[src/design/stereo_feedback_delay_assert.svh]
// Assertion macros shared by the delay block; clock aclk, reset aresetn.
`ifndef STEREO_FEEDBACK_DELAY_ASSERT_SVH
`define STEREO_FEEDBACK_DELAY_ASSERT_SVH

// Check a condition at every clock edge outside reset
`define SFD_ASSERT_ALWAYS(label, expr, msg) \
    label: assert property (@(posedge aclk) disable iff (!aresetn) (expr)) else $error(msg);

// Check a consequence in the cycle after a trigger
`define SFD_ASSERT_NEXT(label, ante, cons, msg) \
    label: assert property (@(posedge aclk) disable iff (!aresetn) (ante) |=> (cons)) \
        else $error(msg);

`endif

[src/design/sfd_pkg.sv]
`default_nettype none
package sfd_pkg;

    // Delay memory geometry (power of two, so position math wraps by truncation)
    localparam int BUF_DEPTH = 65536;
    localparam int AW        = $clog2(BUF_DEPTH);

    localparam int SAMPLE_W  = 16;
    localparam int CFG_IDX_W = 4;

    // Output queue depth and the width of its pointers and occupancy
    localparam int FIFO_DEPTH = 3;
    localparam int FIFO_CW    = $clog2(FIFO_DEPTH + 1);

    // Configuration register indexes
    localparam logic [CFG_IDX_W-1:0] REG_DELAY_LENGTH  = CFG_IDX_W'(0);
    localparam logic [CFG_IDX_W-1:0] REG_FEEDBACK_GAIN = CFG_IDX_W'(1);

    typedef logic signed [SAMPLE_W-1:0] sample_t;

    // Write-back stage control, shared by both lanes
    typedef struct packed {
        logic          valid;   // an item is in the write-back stage
        logic [AW-1:0] wr_addr; // position the result goes to
        logic          hit;     // read entry has been written since reset
        logic          fwd;     // read entry is the one written by the previous item
    } sfd_wb_t;

endpackage
`default_nettype wire

[src/design/sfd_merge.sv]
`default_nettype none
`include "stereo_feedback_delay_assert.svh"
module sfd_merge import sfd_pkg::*; (
    input  wire logic              aclk,
    input  wire logic              aresetn,
    input  wire logic              push,
    input  wire sample_t           left_res,
    input  wire sample_t           right_res,
    output logic [FIFO_CW-1:0]     level,
    output logic                   m_tvalid,
    input  wire logic              m_tready,
    output logic [2*SAMPLE_W-1:0]  m_tdata   // left_out, right_out
);

    logic [2*SAMPLE_W-1:0] fifo_mem [FIFO_DEPTH];
    logic [FIFO_CW-1:0] wr_ptr_reg, wr_ptr_next;
    logic [FIFO_CW-1:0] rd_ptr_reg, rd_ptr_next;
    logic [FIFO_CW-1:0] count_reg, count_next;
    logic       pop;
    logic       full;

    assign pop      = m_tvalid && m_tready;
    assign m_tvalid = (count_reg != '0);
    assign m_tdata  = fifo_mem[rd_ptr_reg];
    assign level    = count_reg;
    assign full     = (count_reg == FIFO_CW'(FIFO_DEPTH));

    // Advance pointers and occupancy
    always_comb begin
        wr_ptr_next = wr_ptr_reg;
        rd_ptr_next = rd_ptr_reg;
        count_next  = count_reg;
        if (push) begin
            wr_ptr_next = (wr_ptr_reg == FIFO_CW'(FIFO_DEPTH - 1)) ? '0
                                                                   : wr_ptr_reg + FIFO_CW'(1);
        end
        if (pop) begin
            rd_ptr_next = (rd_ptr_reg == FIFO_CW'(FIFO_DEPTH - 1)) ? '0
                                                                   : rd_ptr_reg + FIFO_CW'(1);
        end
        if (push && !pop) begin
            count_next = count_reg + FIFO_CW'(1);
        end else if (pop && !push) begin
            count_next = count_reg - FIFO_CW'(1);
        end
    end

    always_ff @(posedge aclk) begin
        if (!aresetn) begin
            wr_ptr_reg <= '0;
            rd_ptr_reg <= '0;
            count_reg  <= '0;
        end else begin
            wr_ptr_reg <= wr_ptr_next;
            rd_ptr_reg <= rd_ptr_next;
            count_reg  <= count_next;
        end
    end

    // Pack both lanes into one item
    always_ff @(posedge aclk) begin
        if (push) begin
            fifo_mem[wr_ptr_reg] <= {right_res, left_res};
        end
    end

    `SFD_ASSERT_ALWAYS(a_no_overflow, !(push && !pop && full), "merge fifo overflow")
    `SFD_ASSERT_NEXT(a_count_up, push && !pop, count_reg == $past(count_reg) + FIFO_CW'(1), "count did not rise")
    `SFD_ASSERT_NEXT(a_count_down, pop && !push, count_reg == $past(count_reg) - FIFO_CW'(1), "count did not fall")

endmodule
`default_nettype wire

[config.mk]
export PLATFORM = sky130hd
export DESIGN_NAME = sfd_merge
export DESIGN_NICKNAME = d
export VERILOG_FILES = /design/src/design/sfd_pkg.sv /design/src/design/sfd_merge.sv
export VERILOG_INCLUDE_DIRS = /design/src /design/src/design
export SDC_FILE = /design/constraint.sdc
export NUM_CORES = 1
export LEC_CHECK = 0
export BUFFER_PORTS_ARGS = -buffer_cell sky130_fd_sc_hd__buf_2
export CAP_MARGIN = 20
export CORE_MARGIN = 3
export CORE_UTILIZATION = 40
export DETAILED_ROUTE_END_ITERATION = 10
export PLACE_DENSITY = 0.65
export SLEW_MARGIN = 20
export SYNTH_ARGS = -nofsm -noshare
export SYNTH_HDL_FRONTEND = slang
export SYNTH_SLANG_ARGS = --single-unit
export TNS_END_PERCENT = 50
[constraint.sdc]
create_clock -name aclk -period 8.5 [get_ports aclk]
set_clock_uncertainty 0.05 [all_clocks]
set_input_delay 1.7 -clock aclk [delete_from_list [all_inputs] [get_ports aclk]]
set_output_delay 1.7 -clock aclk [all_outputs]
set_load 0.02 [all_outputs]
# == Word-level counts from Yosys, hierarchy flattened ==
# Memory sizes are Yosys's and may differ from the RTL's. A register that Yosys moved wholly into a read port is not among the register bits.
# Index checks and enable logic that the tools add are counted.
# word_totals
ff_bits,6
latchBits,0
mem_bits_rw,96
rom_bits,0
inputBits,36
out_inout_bits,35
word_cells,25
memories,1
# classes
addsub,4
mul,0
div,0
n_lt_le_gt_ge,0
eq_ne,2
n_shift,0
muxes,8
n_bitwise,0
reduce_logical,7
# memory_table
memory,depth,width,read_ports,rd_ports_with_merged_regs,write_ports,line,rtl
fifo_mem,3,32,1,1,1,sfd_merge.sv:15,logic [2*SAMPLE_W-1:0] fifo_mem [FIFO_DEPTH];
# op_table
op,n
2-to-1 mux 2 bit,6
"adder 2 x 1 -> 2 bit, second input constant",3
"== test 2 bit, second input constant",2
nonzero test 2 bit,2
logical AND 1 bit,3
logical NOT 1 bit,2
2-to-1 mux 1 bit,2
"subtractor 2 x 1 -> 2 bit, second input constant",1

# == Depth between registers and ports, before layout ==
# Gate-level depths: netlist of the first run.
# depth
ltp_word,5
depth_mapped,5
ltp_nobuf,5

# == Worst setup path after synthesis of the first run ==
# No wires, ideal clock.
# synth_path
path_kind,input to register
startpoint,in push
endpoint,"mem fifo_mem[0][0] in the netlist's numbering, enable pin"
setup_time_ns,0.470
t_arrival_ns,4.121
t_required_ns,7.980
setup_slack_ns,3.858
cell_stages,1
path_buffers,0
path_cell_list,nor3b_1
# synth_via
elab_chain_cells,2
# synth_lines
item,line,rtl
"start, declared",sfd_merge.sv:6,"input wire logic push,"
2-to-1 mux 1 bit,sfd_merge.sv:62,if (push) begin
2-to-1 mux 1 bit (implied by the code),sfd_merge.sv:63,"fifo_mem[wr_ptr_reg] <= {right_res, left_res};"
"end, declared",sfd_merge.sv:15,
# No other way between the ends.

==> results of run 1 <==
==> worst min-delay path by stage <==
| stage | from | end | slack [ps] | depth (start not counted) |
|---|---|---|---|---|
| 4_1_cts | rd_ptr_reg[0] | flip-flop | 430 | 2 |
| 5_1_grt | rd_ptr_reg[1] | flip-flop | 480 | 2 |
| 3_5_place_dp | rd_ptr_reg[0] | flip-flop | 410 | 2 |
| 2_1_floorplan | rd_ptr_reg[0] | flip-flop | 400 | 2 |
| 6_report | rd_ptr_reg[0] | flip-flop | 420 | 2 |
| 3_3_place_gp | rd_ptr_reg[0] | flip-flop | 400 | 2 |
==> power breakdown <==
part           switching, mW  internal [mW]
clock                  0.160          0.137
sequential            0.0467          0.590
combinational          0.137          0.103
total                  0.344          0.830
==> cell usage in the layout (no fill, tap or decap), types with 2 or more instances in the layout <==
cell / Yosys / layout
edfxtp_1: 96 / 96
buf_2: 2 / 70
nand2_1: 36 / 36
mux2i_1: 32 / 32
o21ai_1: 32 / 32
clkbuf_8: 0 / 9
dfxtp_1: 8 / 6
a21boi_1: 3 / 3
nor2_4: 0 / 2
or3_1: 2 / 2
nor2b_1: 2 / 2
o21a_1: 2 / 2
inv_6: 0 / 2
buf_4: 3 / 2
==> cell usage after synthesis <==
| master | instances |
|---|---|
| nor3b_1 | 1 |
| or2_1 | 1 |
| o21a_1 | 2 |
| clkbuf_1 | 6 |
| xor2_1 | 1 |
| o21ai_0 | 1 |
| o21ai_1 | 32 |
| xnor2_1 | 1 |
| buf_4 | 3 |
| or3b_1 | 1 |
| a21boi_1 | 3 |
| or3_1 | 2 |
| edfxtp_1 | 96 |
| nor2b_1 | 2 |
| nand2_1 | 36 |
| o21ai_2 | 1 |
| and2_1 | 1 |
| ha_1 | 1 |
| dfxtp_1 | 8 |
| buf_2 | 2 |
| nor2_1 | 2 |
| mux2i_1 | 32 |
==> metal layers <==
layer	wire length, µm	GRT usage (%)	part of all wire [%]
met5	0	0	0
met3	318	4.159	5.2
met4	57	3.134	0.94
met1	2856	15.42	47
met2	2845	18.62	47
==> cell families after synthesis <==
group                      share of synthesized area [%]
DFF                                                78.91
and+or+nand+nor                                    5.094
AOI/OAI and AO/OA                                  5.483
muxes                                              8.306
buffers and inverters                              1.428
xor gates and xnor gates                          0.4543
adders and majority gates                         0.3244
==> per-stage QoR <==
| step | worst slack, ps | hold slack [ps] | util, % | instance area, µm² |
|---|---|---|---|---|
| final | 4784 | 424.0 | 49.18 | 4566 |
| after global routing | 4629 | 476.8 | 49.18 | 4566 |
| after global placement | 5102 | 404.0 | 46.86 | 4350 |
| after floorplan | 3858 | 400.5 | - | 3856 |
| after CTS | 4696 | 427.0 | 48.94 | 4543 |
| after detailed placement | 5107 | 412.9 | 46.86 | 4350 |
==> layout make-up <==
type | count | area share, %
clock buffer | 9 | 2.713
clock inverter | 6 | 1.507
multi-input combinational | 120 | 17.05
sequential | 104 | 66.76
tap | 129 | 3.535
timing repair buffer | 73 | 8.441
==> worst max-delay path, cell delays in order, from the launching register on <==
cell	delay [ps]
dfxtp_2	1010
mux2i_1	170
o21ai_1	210
buf_2	200
==> metrics.csv, run 1 <==
stage;metric;value;unit
placed_design;io_buffers;70;
cells_and_area;largest_reg_flops;96;
clock_network;cts.path.max_buffers;2;
synth;yosysUniqueCellTypes;22;
placed_design;dp_hpwl;3.704;mm
cells_and_area;instances_no_fill;441;
job;cap_violations;0;
synth;synth.top_cell.area_share;74.76;%
critical_path;endpoint_kind;output port;
critical_path;rr_endpoint;fifo_mem[2][24];
critical_path;start_kind;flip-flop;
route;postRouteAntennaNets;0;
floorplanning;die_area;0.01085;mm²
power;max-vdd-ir-drop;128.6;µV
synth;ys_ff_latch;104;
status;status;finished, final reports clean;
clock_network;clock_sinks;104;
synth;postSynthCellCount;235;
critical_path;critical_path_class;flip-flop to output port;
clock_network;clk_pin_slew;90;ps
cells_and_area;drive_above_1_share;30.13;%
route;vias_per_cell;4.603;
synth;synth_area_per_cell;16.41;µm²
critical_path;crit_fanout;32;
synth;yosysSeqAreaShare;78.91;%
floorplanning;ios;71;
timing;rsz0062_at_grt;no;
power;power_leakage;1.554;nW
synth;synth_top_cell_by_area;edfxtp_1;
route;vias;2030;
clock_network;root_buffer;clkbuf_8;
floorplanning;fp.dieH;104.2;µm
global_route;grt_pass1_vias;1985;
synth;syn-cell-area;0.003856;mm²
timing;final_max_slew_viol_count;0;
clock_network;cts_inserted_buffers;9;
route;drt_iter0_markers;85;
clock_network;cts_tree;yes;
route;totalWireLength;6.077;mm
cells_and_area;largest-register;fifo_mem;
timing;setup_viol_count_final;0;
clock_network;post_cts_buffers;0;
placed_design;routabilityCongestion;0.6679;
timing;fin_crit;3716;ps
timing;slew-limit-headroom;30.94;%
timing;max_freq;0.2691;GHz
cells_and_area;area.growth.synth_to_final;18.40;%
cells_and_area;nFillCells;826;
global_route;antenna_found_initial;0;
cells_and_area;final-seq-area;0.003048;mm²
route;route.detailed.drc;0;
worst_hold_path;hp-class;flip-flop to flip-flop;
clock_network;cts_resized;0;
floorplanning;floorplan.die.width;104.2;µm
floorplanning;start_util;41.54;%
timing;finalCritPeriodShare;43.71;%
cells_and_area;diodes;0;
global_route;track_usage;11.74;%
clock_network;hold_buffers;0;
synth;netlist_top_cells_area;edfxtp_1 75%, mux2i_1 8.3%, dfxtp_1 4.2%, o21ai_1 4.2%, nand2_1 3.5%;
critical_path;critical_path.endpoint;m_tdata[10];
global_route;grt_pass1_wl;9.922;mm
synth;syn-num-nets;272;
timing;timing.setup.tns;0;ps
cells_and_area;multiInputGateArea;778.2;µm²
cells_and_area;nNetsFinal;345;
power;power_density;257.1;mW/mm²
floorplanning;core_area;0.009284;mm²
critical_path;rr_worst_depth;2;
timing;tightest_slew;1036;ps
critical_path;worstReg2RegStart;wr_ptr_reg[1];
placed_design;placed_cells;425;
critical_path;worstPathRequired;6750;ps
global_route;globalRouteOverflowTotal;0;
synth;ys.warnings.count;0;
clock_network;insertion_delay;340;ps
critical_path;r2r_setup_slack;6770;ps
floorplanning;placement_rows;35;
route;first_pass_iters;4;
clock_network;htreeDepth;3;
timing;hold_viol_final;0;
global_route;grt_max_degree;65;
power;power.total;1.174;mW
critical_path;cp.arrival;1970;ps
route;wl_per_cell;13.78;µm
Power figures use the tool's default switching activity.
==> run 2: changes to the inputs <==
- PLACE_DENSITY: 0.65 -> 0.67
- clock period: 8.5 -> 3.16 ns (I/O delays scaled with it)
==> run 2 against run 1 <==
Compared with the run above:
- count of clock-buffer cells in the layout grew 3
- final cell count grew 1.4%
- critical path depth grew 1
- global-route usage grew 1.3 points
- largest cell class unchanged
- highest routed layer is now met5
- utilization grew 0.40 points
- design area grew 0.82%
==> metrics.csv, run 2 (synthesis results as in run 1) <==
stage;metric;value;unit;change
cells_and_area;nFillCells;802;;-2.9%
placed_design;dp_hpwl;4.441;mm;+20%
timing;finalCritPeriodShare;78.17;%;
timing;hold_viol_final;0;;unchanged
job;cap_violations;0;;unchanged
critical_path;critical_path_class;flip-flop to output port;;
critical_path;endpoint_kind;output port;;
clock_network;clock_sinks;104;;unchanged
global_route;grt_pass1_wl;10.89;mm;+9.7%
floorplanning;die_area;0.01085;mm²;unchanged
power;power_density;688.2;mW/mm²;+170%
clock_network;cts_tree;yes;;
route;vias;2079;;+2.4%
power;power_leakage;1.572;nW;+1.2%
critical_path;worstReg2RegStart;wr_ptr_reg[1];;
placed_design;io_buffers;70;;unchanged
clock_network;post_cts_buffers;0;;unchanged
cells_and_area;area.growth.synth_to_final;19.37;%;
critical_path;start_kind;flip-flop;;
global_route;track_usage;13.02;%;+1.3 points
timing;timing.setup.tns;0;ps;unchanged
power;max-vdd-ir-drop;419.3;µV;+230%
global_route;globalRouteOverflowTotal;0;;unchanged
route;vias_per_cell;4.651;;+1.0%
worst_hold_path;worstHoldStart;right_res[9];;
clock_network;insertion_delay;340;ps;about the same
timing;final_max_slew_viol_count;0;;unchanged
clock_network;clk_pin_slew;90;ps;about the same
timing;setup_viol_count_final;0;;unchanged
clock_network;cts_resized;0;;unchanged
clock_network;hold_buffers;0;;unchanged
timing;max_freq;0.4048;GHz;
cells_and_area;largest_reg_flops;96;;unchanged
worst_hold_path;hp-class;primary input to flip-flop;;
global_route;grt_max_degree;53;;-18%
cells_and_area;nNetsFinal;350;;+1.4%
floorplanning;core_area;0.009284;mm²;unchanged
route;wl_per_cell;15.10;µm;+9.6%
critical_path;cp.arrival;1790;ps;-180 ps
clock_network;cts.path.max_buffers;2;;unchanged
route;drt_iter0_markers;88;;+3.5%
timing;slew-limit-headroom;62.43;%;+31 points
floorplanning;placement_rows;35;;unchanged
floorplanning;ios;71;;unchanged
cells_and_area;drive_above_1_share;30.50;%;+0.37 points
cells_and_area;final_common_cell;edfxtp_1;;
timing;hold_slack;425.4;ps;+1.355 ps
route;postRouteAntennaNets;0;;unchanged
global_route;grt_pass1_vias;2190;;+10%
route;totalWireLength;6.751;mm;+11%
critical_path;worstPathRequired;2480;ps;-4270 ps
floorplanning;floorplan.die.width;104.2;µm;unchanged
cells_and_area;diodes;0;;unchanged
clock_network;cts_inserted_buffers;9;;unchanged
timing;tightest_slew;562.3;ps;-473.6 ps
cells_and_area;final_area;0.004603;mm²;+0.82%
timing;rsz0062_at_grt;no;;
placed_design;routabilityCongestion;0.7195;;+7.7%
placed_design;placed_area;0.004414;mm²;+1.5%
timing;fin_crit;2470;ps;
floorplanning;fp.dieH;104.2;µm;unchanged
global_route;antenna_found_initial;1;;+1
route;first_pass_iters;4;;unchanged
cells_and_area;largest-register;fifo_mem;;
status;status;finished, final reports clean;;
clock_network;root_buffer;clkbuf_8;;
critical_path;crit_fanout;16;;-50%
cells_and_area;final-seq-area;0.003045;mm²;about the same
floorplanning;start_util;41.54;%;unchanged
cells_and_area;final_cell_mix;96 x edfxtp_1, 70 x buf_2, 36 x nand2_1, 32 x mux2i_1, 32 x o21ai_1;;
route;route.detailed.drc;0;;unchanged
cells_and_area;multiInputGateArea;784.5;µm²;+0.80%
clock_network;htreeDepth;3;;unchanged
-- run 2: critical path, cell delays in order (launching register included) --
cell and delay, ps:
dfxtp_2 640, buf_4 310, mux2i_1 100, o21ai_1 190, buf_2 200
-- run 2: path summary, 6_finish.rpt --
check                                        to  slack, ps  cells after the start
worst max-delay path                m_tdata[30]        690                      4
worst min-delay path            fifo_mem[0][25]        430                      1
worst max register to register  fifo_mem[2][30]       1500                      3
worst min register to register        flip-flop        440                      2
-- run 2: cell type report --
class	count	share of cell area, %
repair buffers	78	9.187
clock buffers	12	2.936
flip-flops and latches	104	66.16
well taps	129	3.506
multi-input cells	120	17.04
clock inverters	4	1.169
-- run 2: report_power, final --
| group | internal, mW | switching [mW] |
|---|---|---|
| clock | 0.371 | 0.419 |
| combinational | 0.285 | 0.432 |
| sequential | 1.59 | 0.0735 |
| total | 2.24 | 0.925 |
-- run 2: through the flow --
step / instances / power, mW / setup slack (ps) / utilization (%)
2_1_floorplan: 235 / 2.178 / 621.1 / -
3_3_place_gp: 431 / 2.414 / 1050 / 47.55
3_5_place_dp: 431 / 2.422 / 1059 / 47.55
4_1_cts: 447 / 3.209 / 644.4 / 49.58
5_1_grt: 447 / 3.317 / 550.8 / 49.58
6_report: 447 / 3.168 / 689.7 / 49.58
-- run 2: per-layer routing --
metal  wire length (µm)  up-vias  track usage, %
li1                   -     1030               -
met1               2857      985           14.62
met2               3458       53           23.21
met3                365        9           5.214
met4                 56        2           3.039
met5                 12        -               0
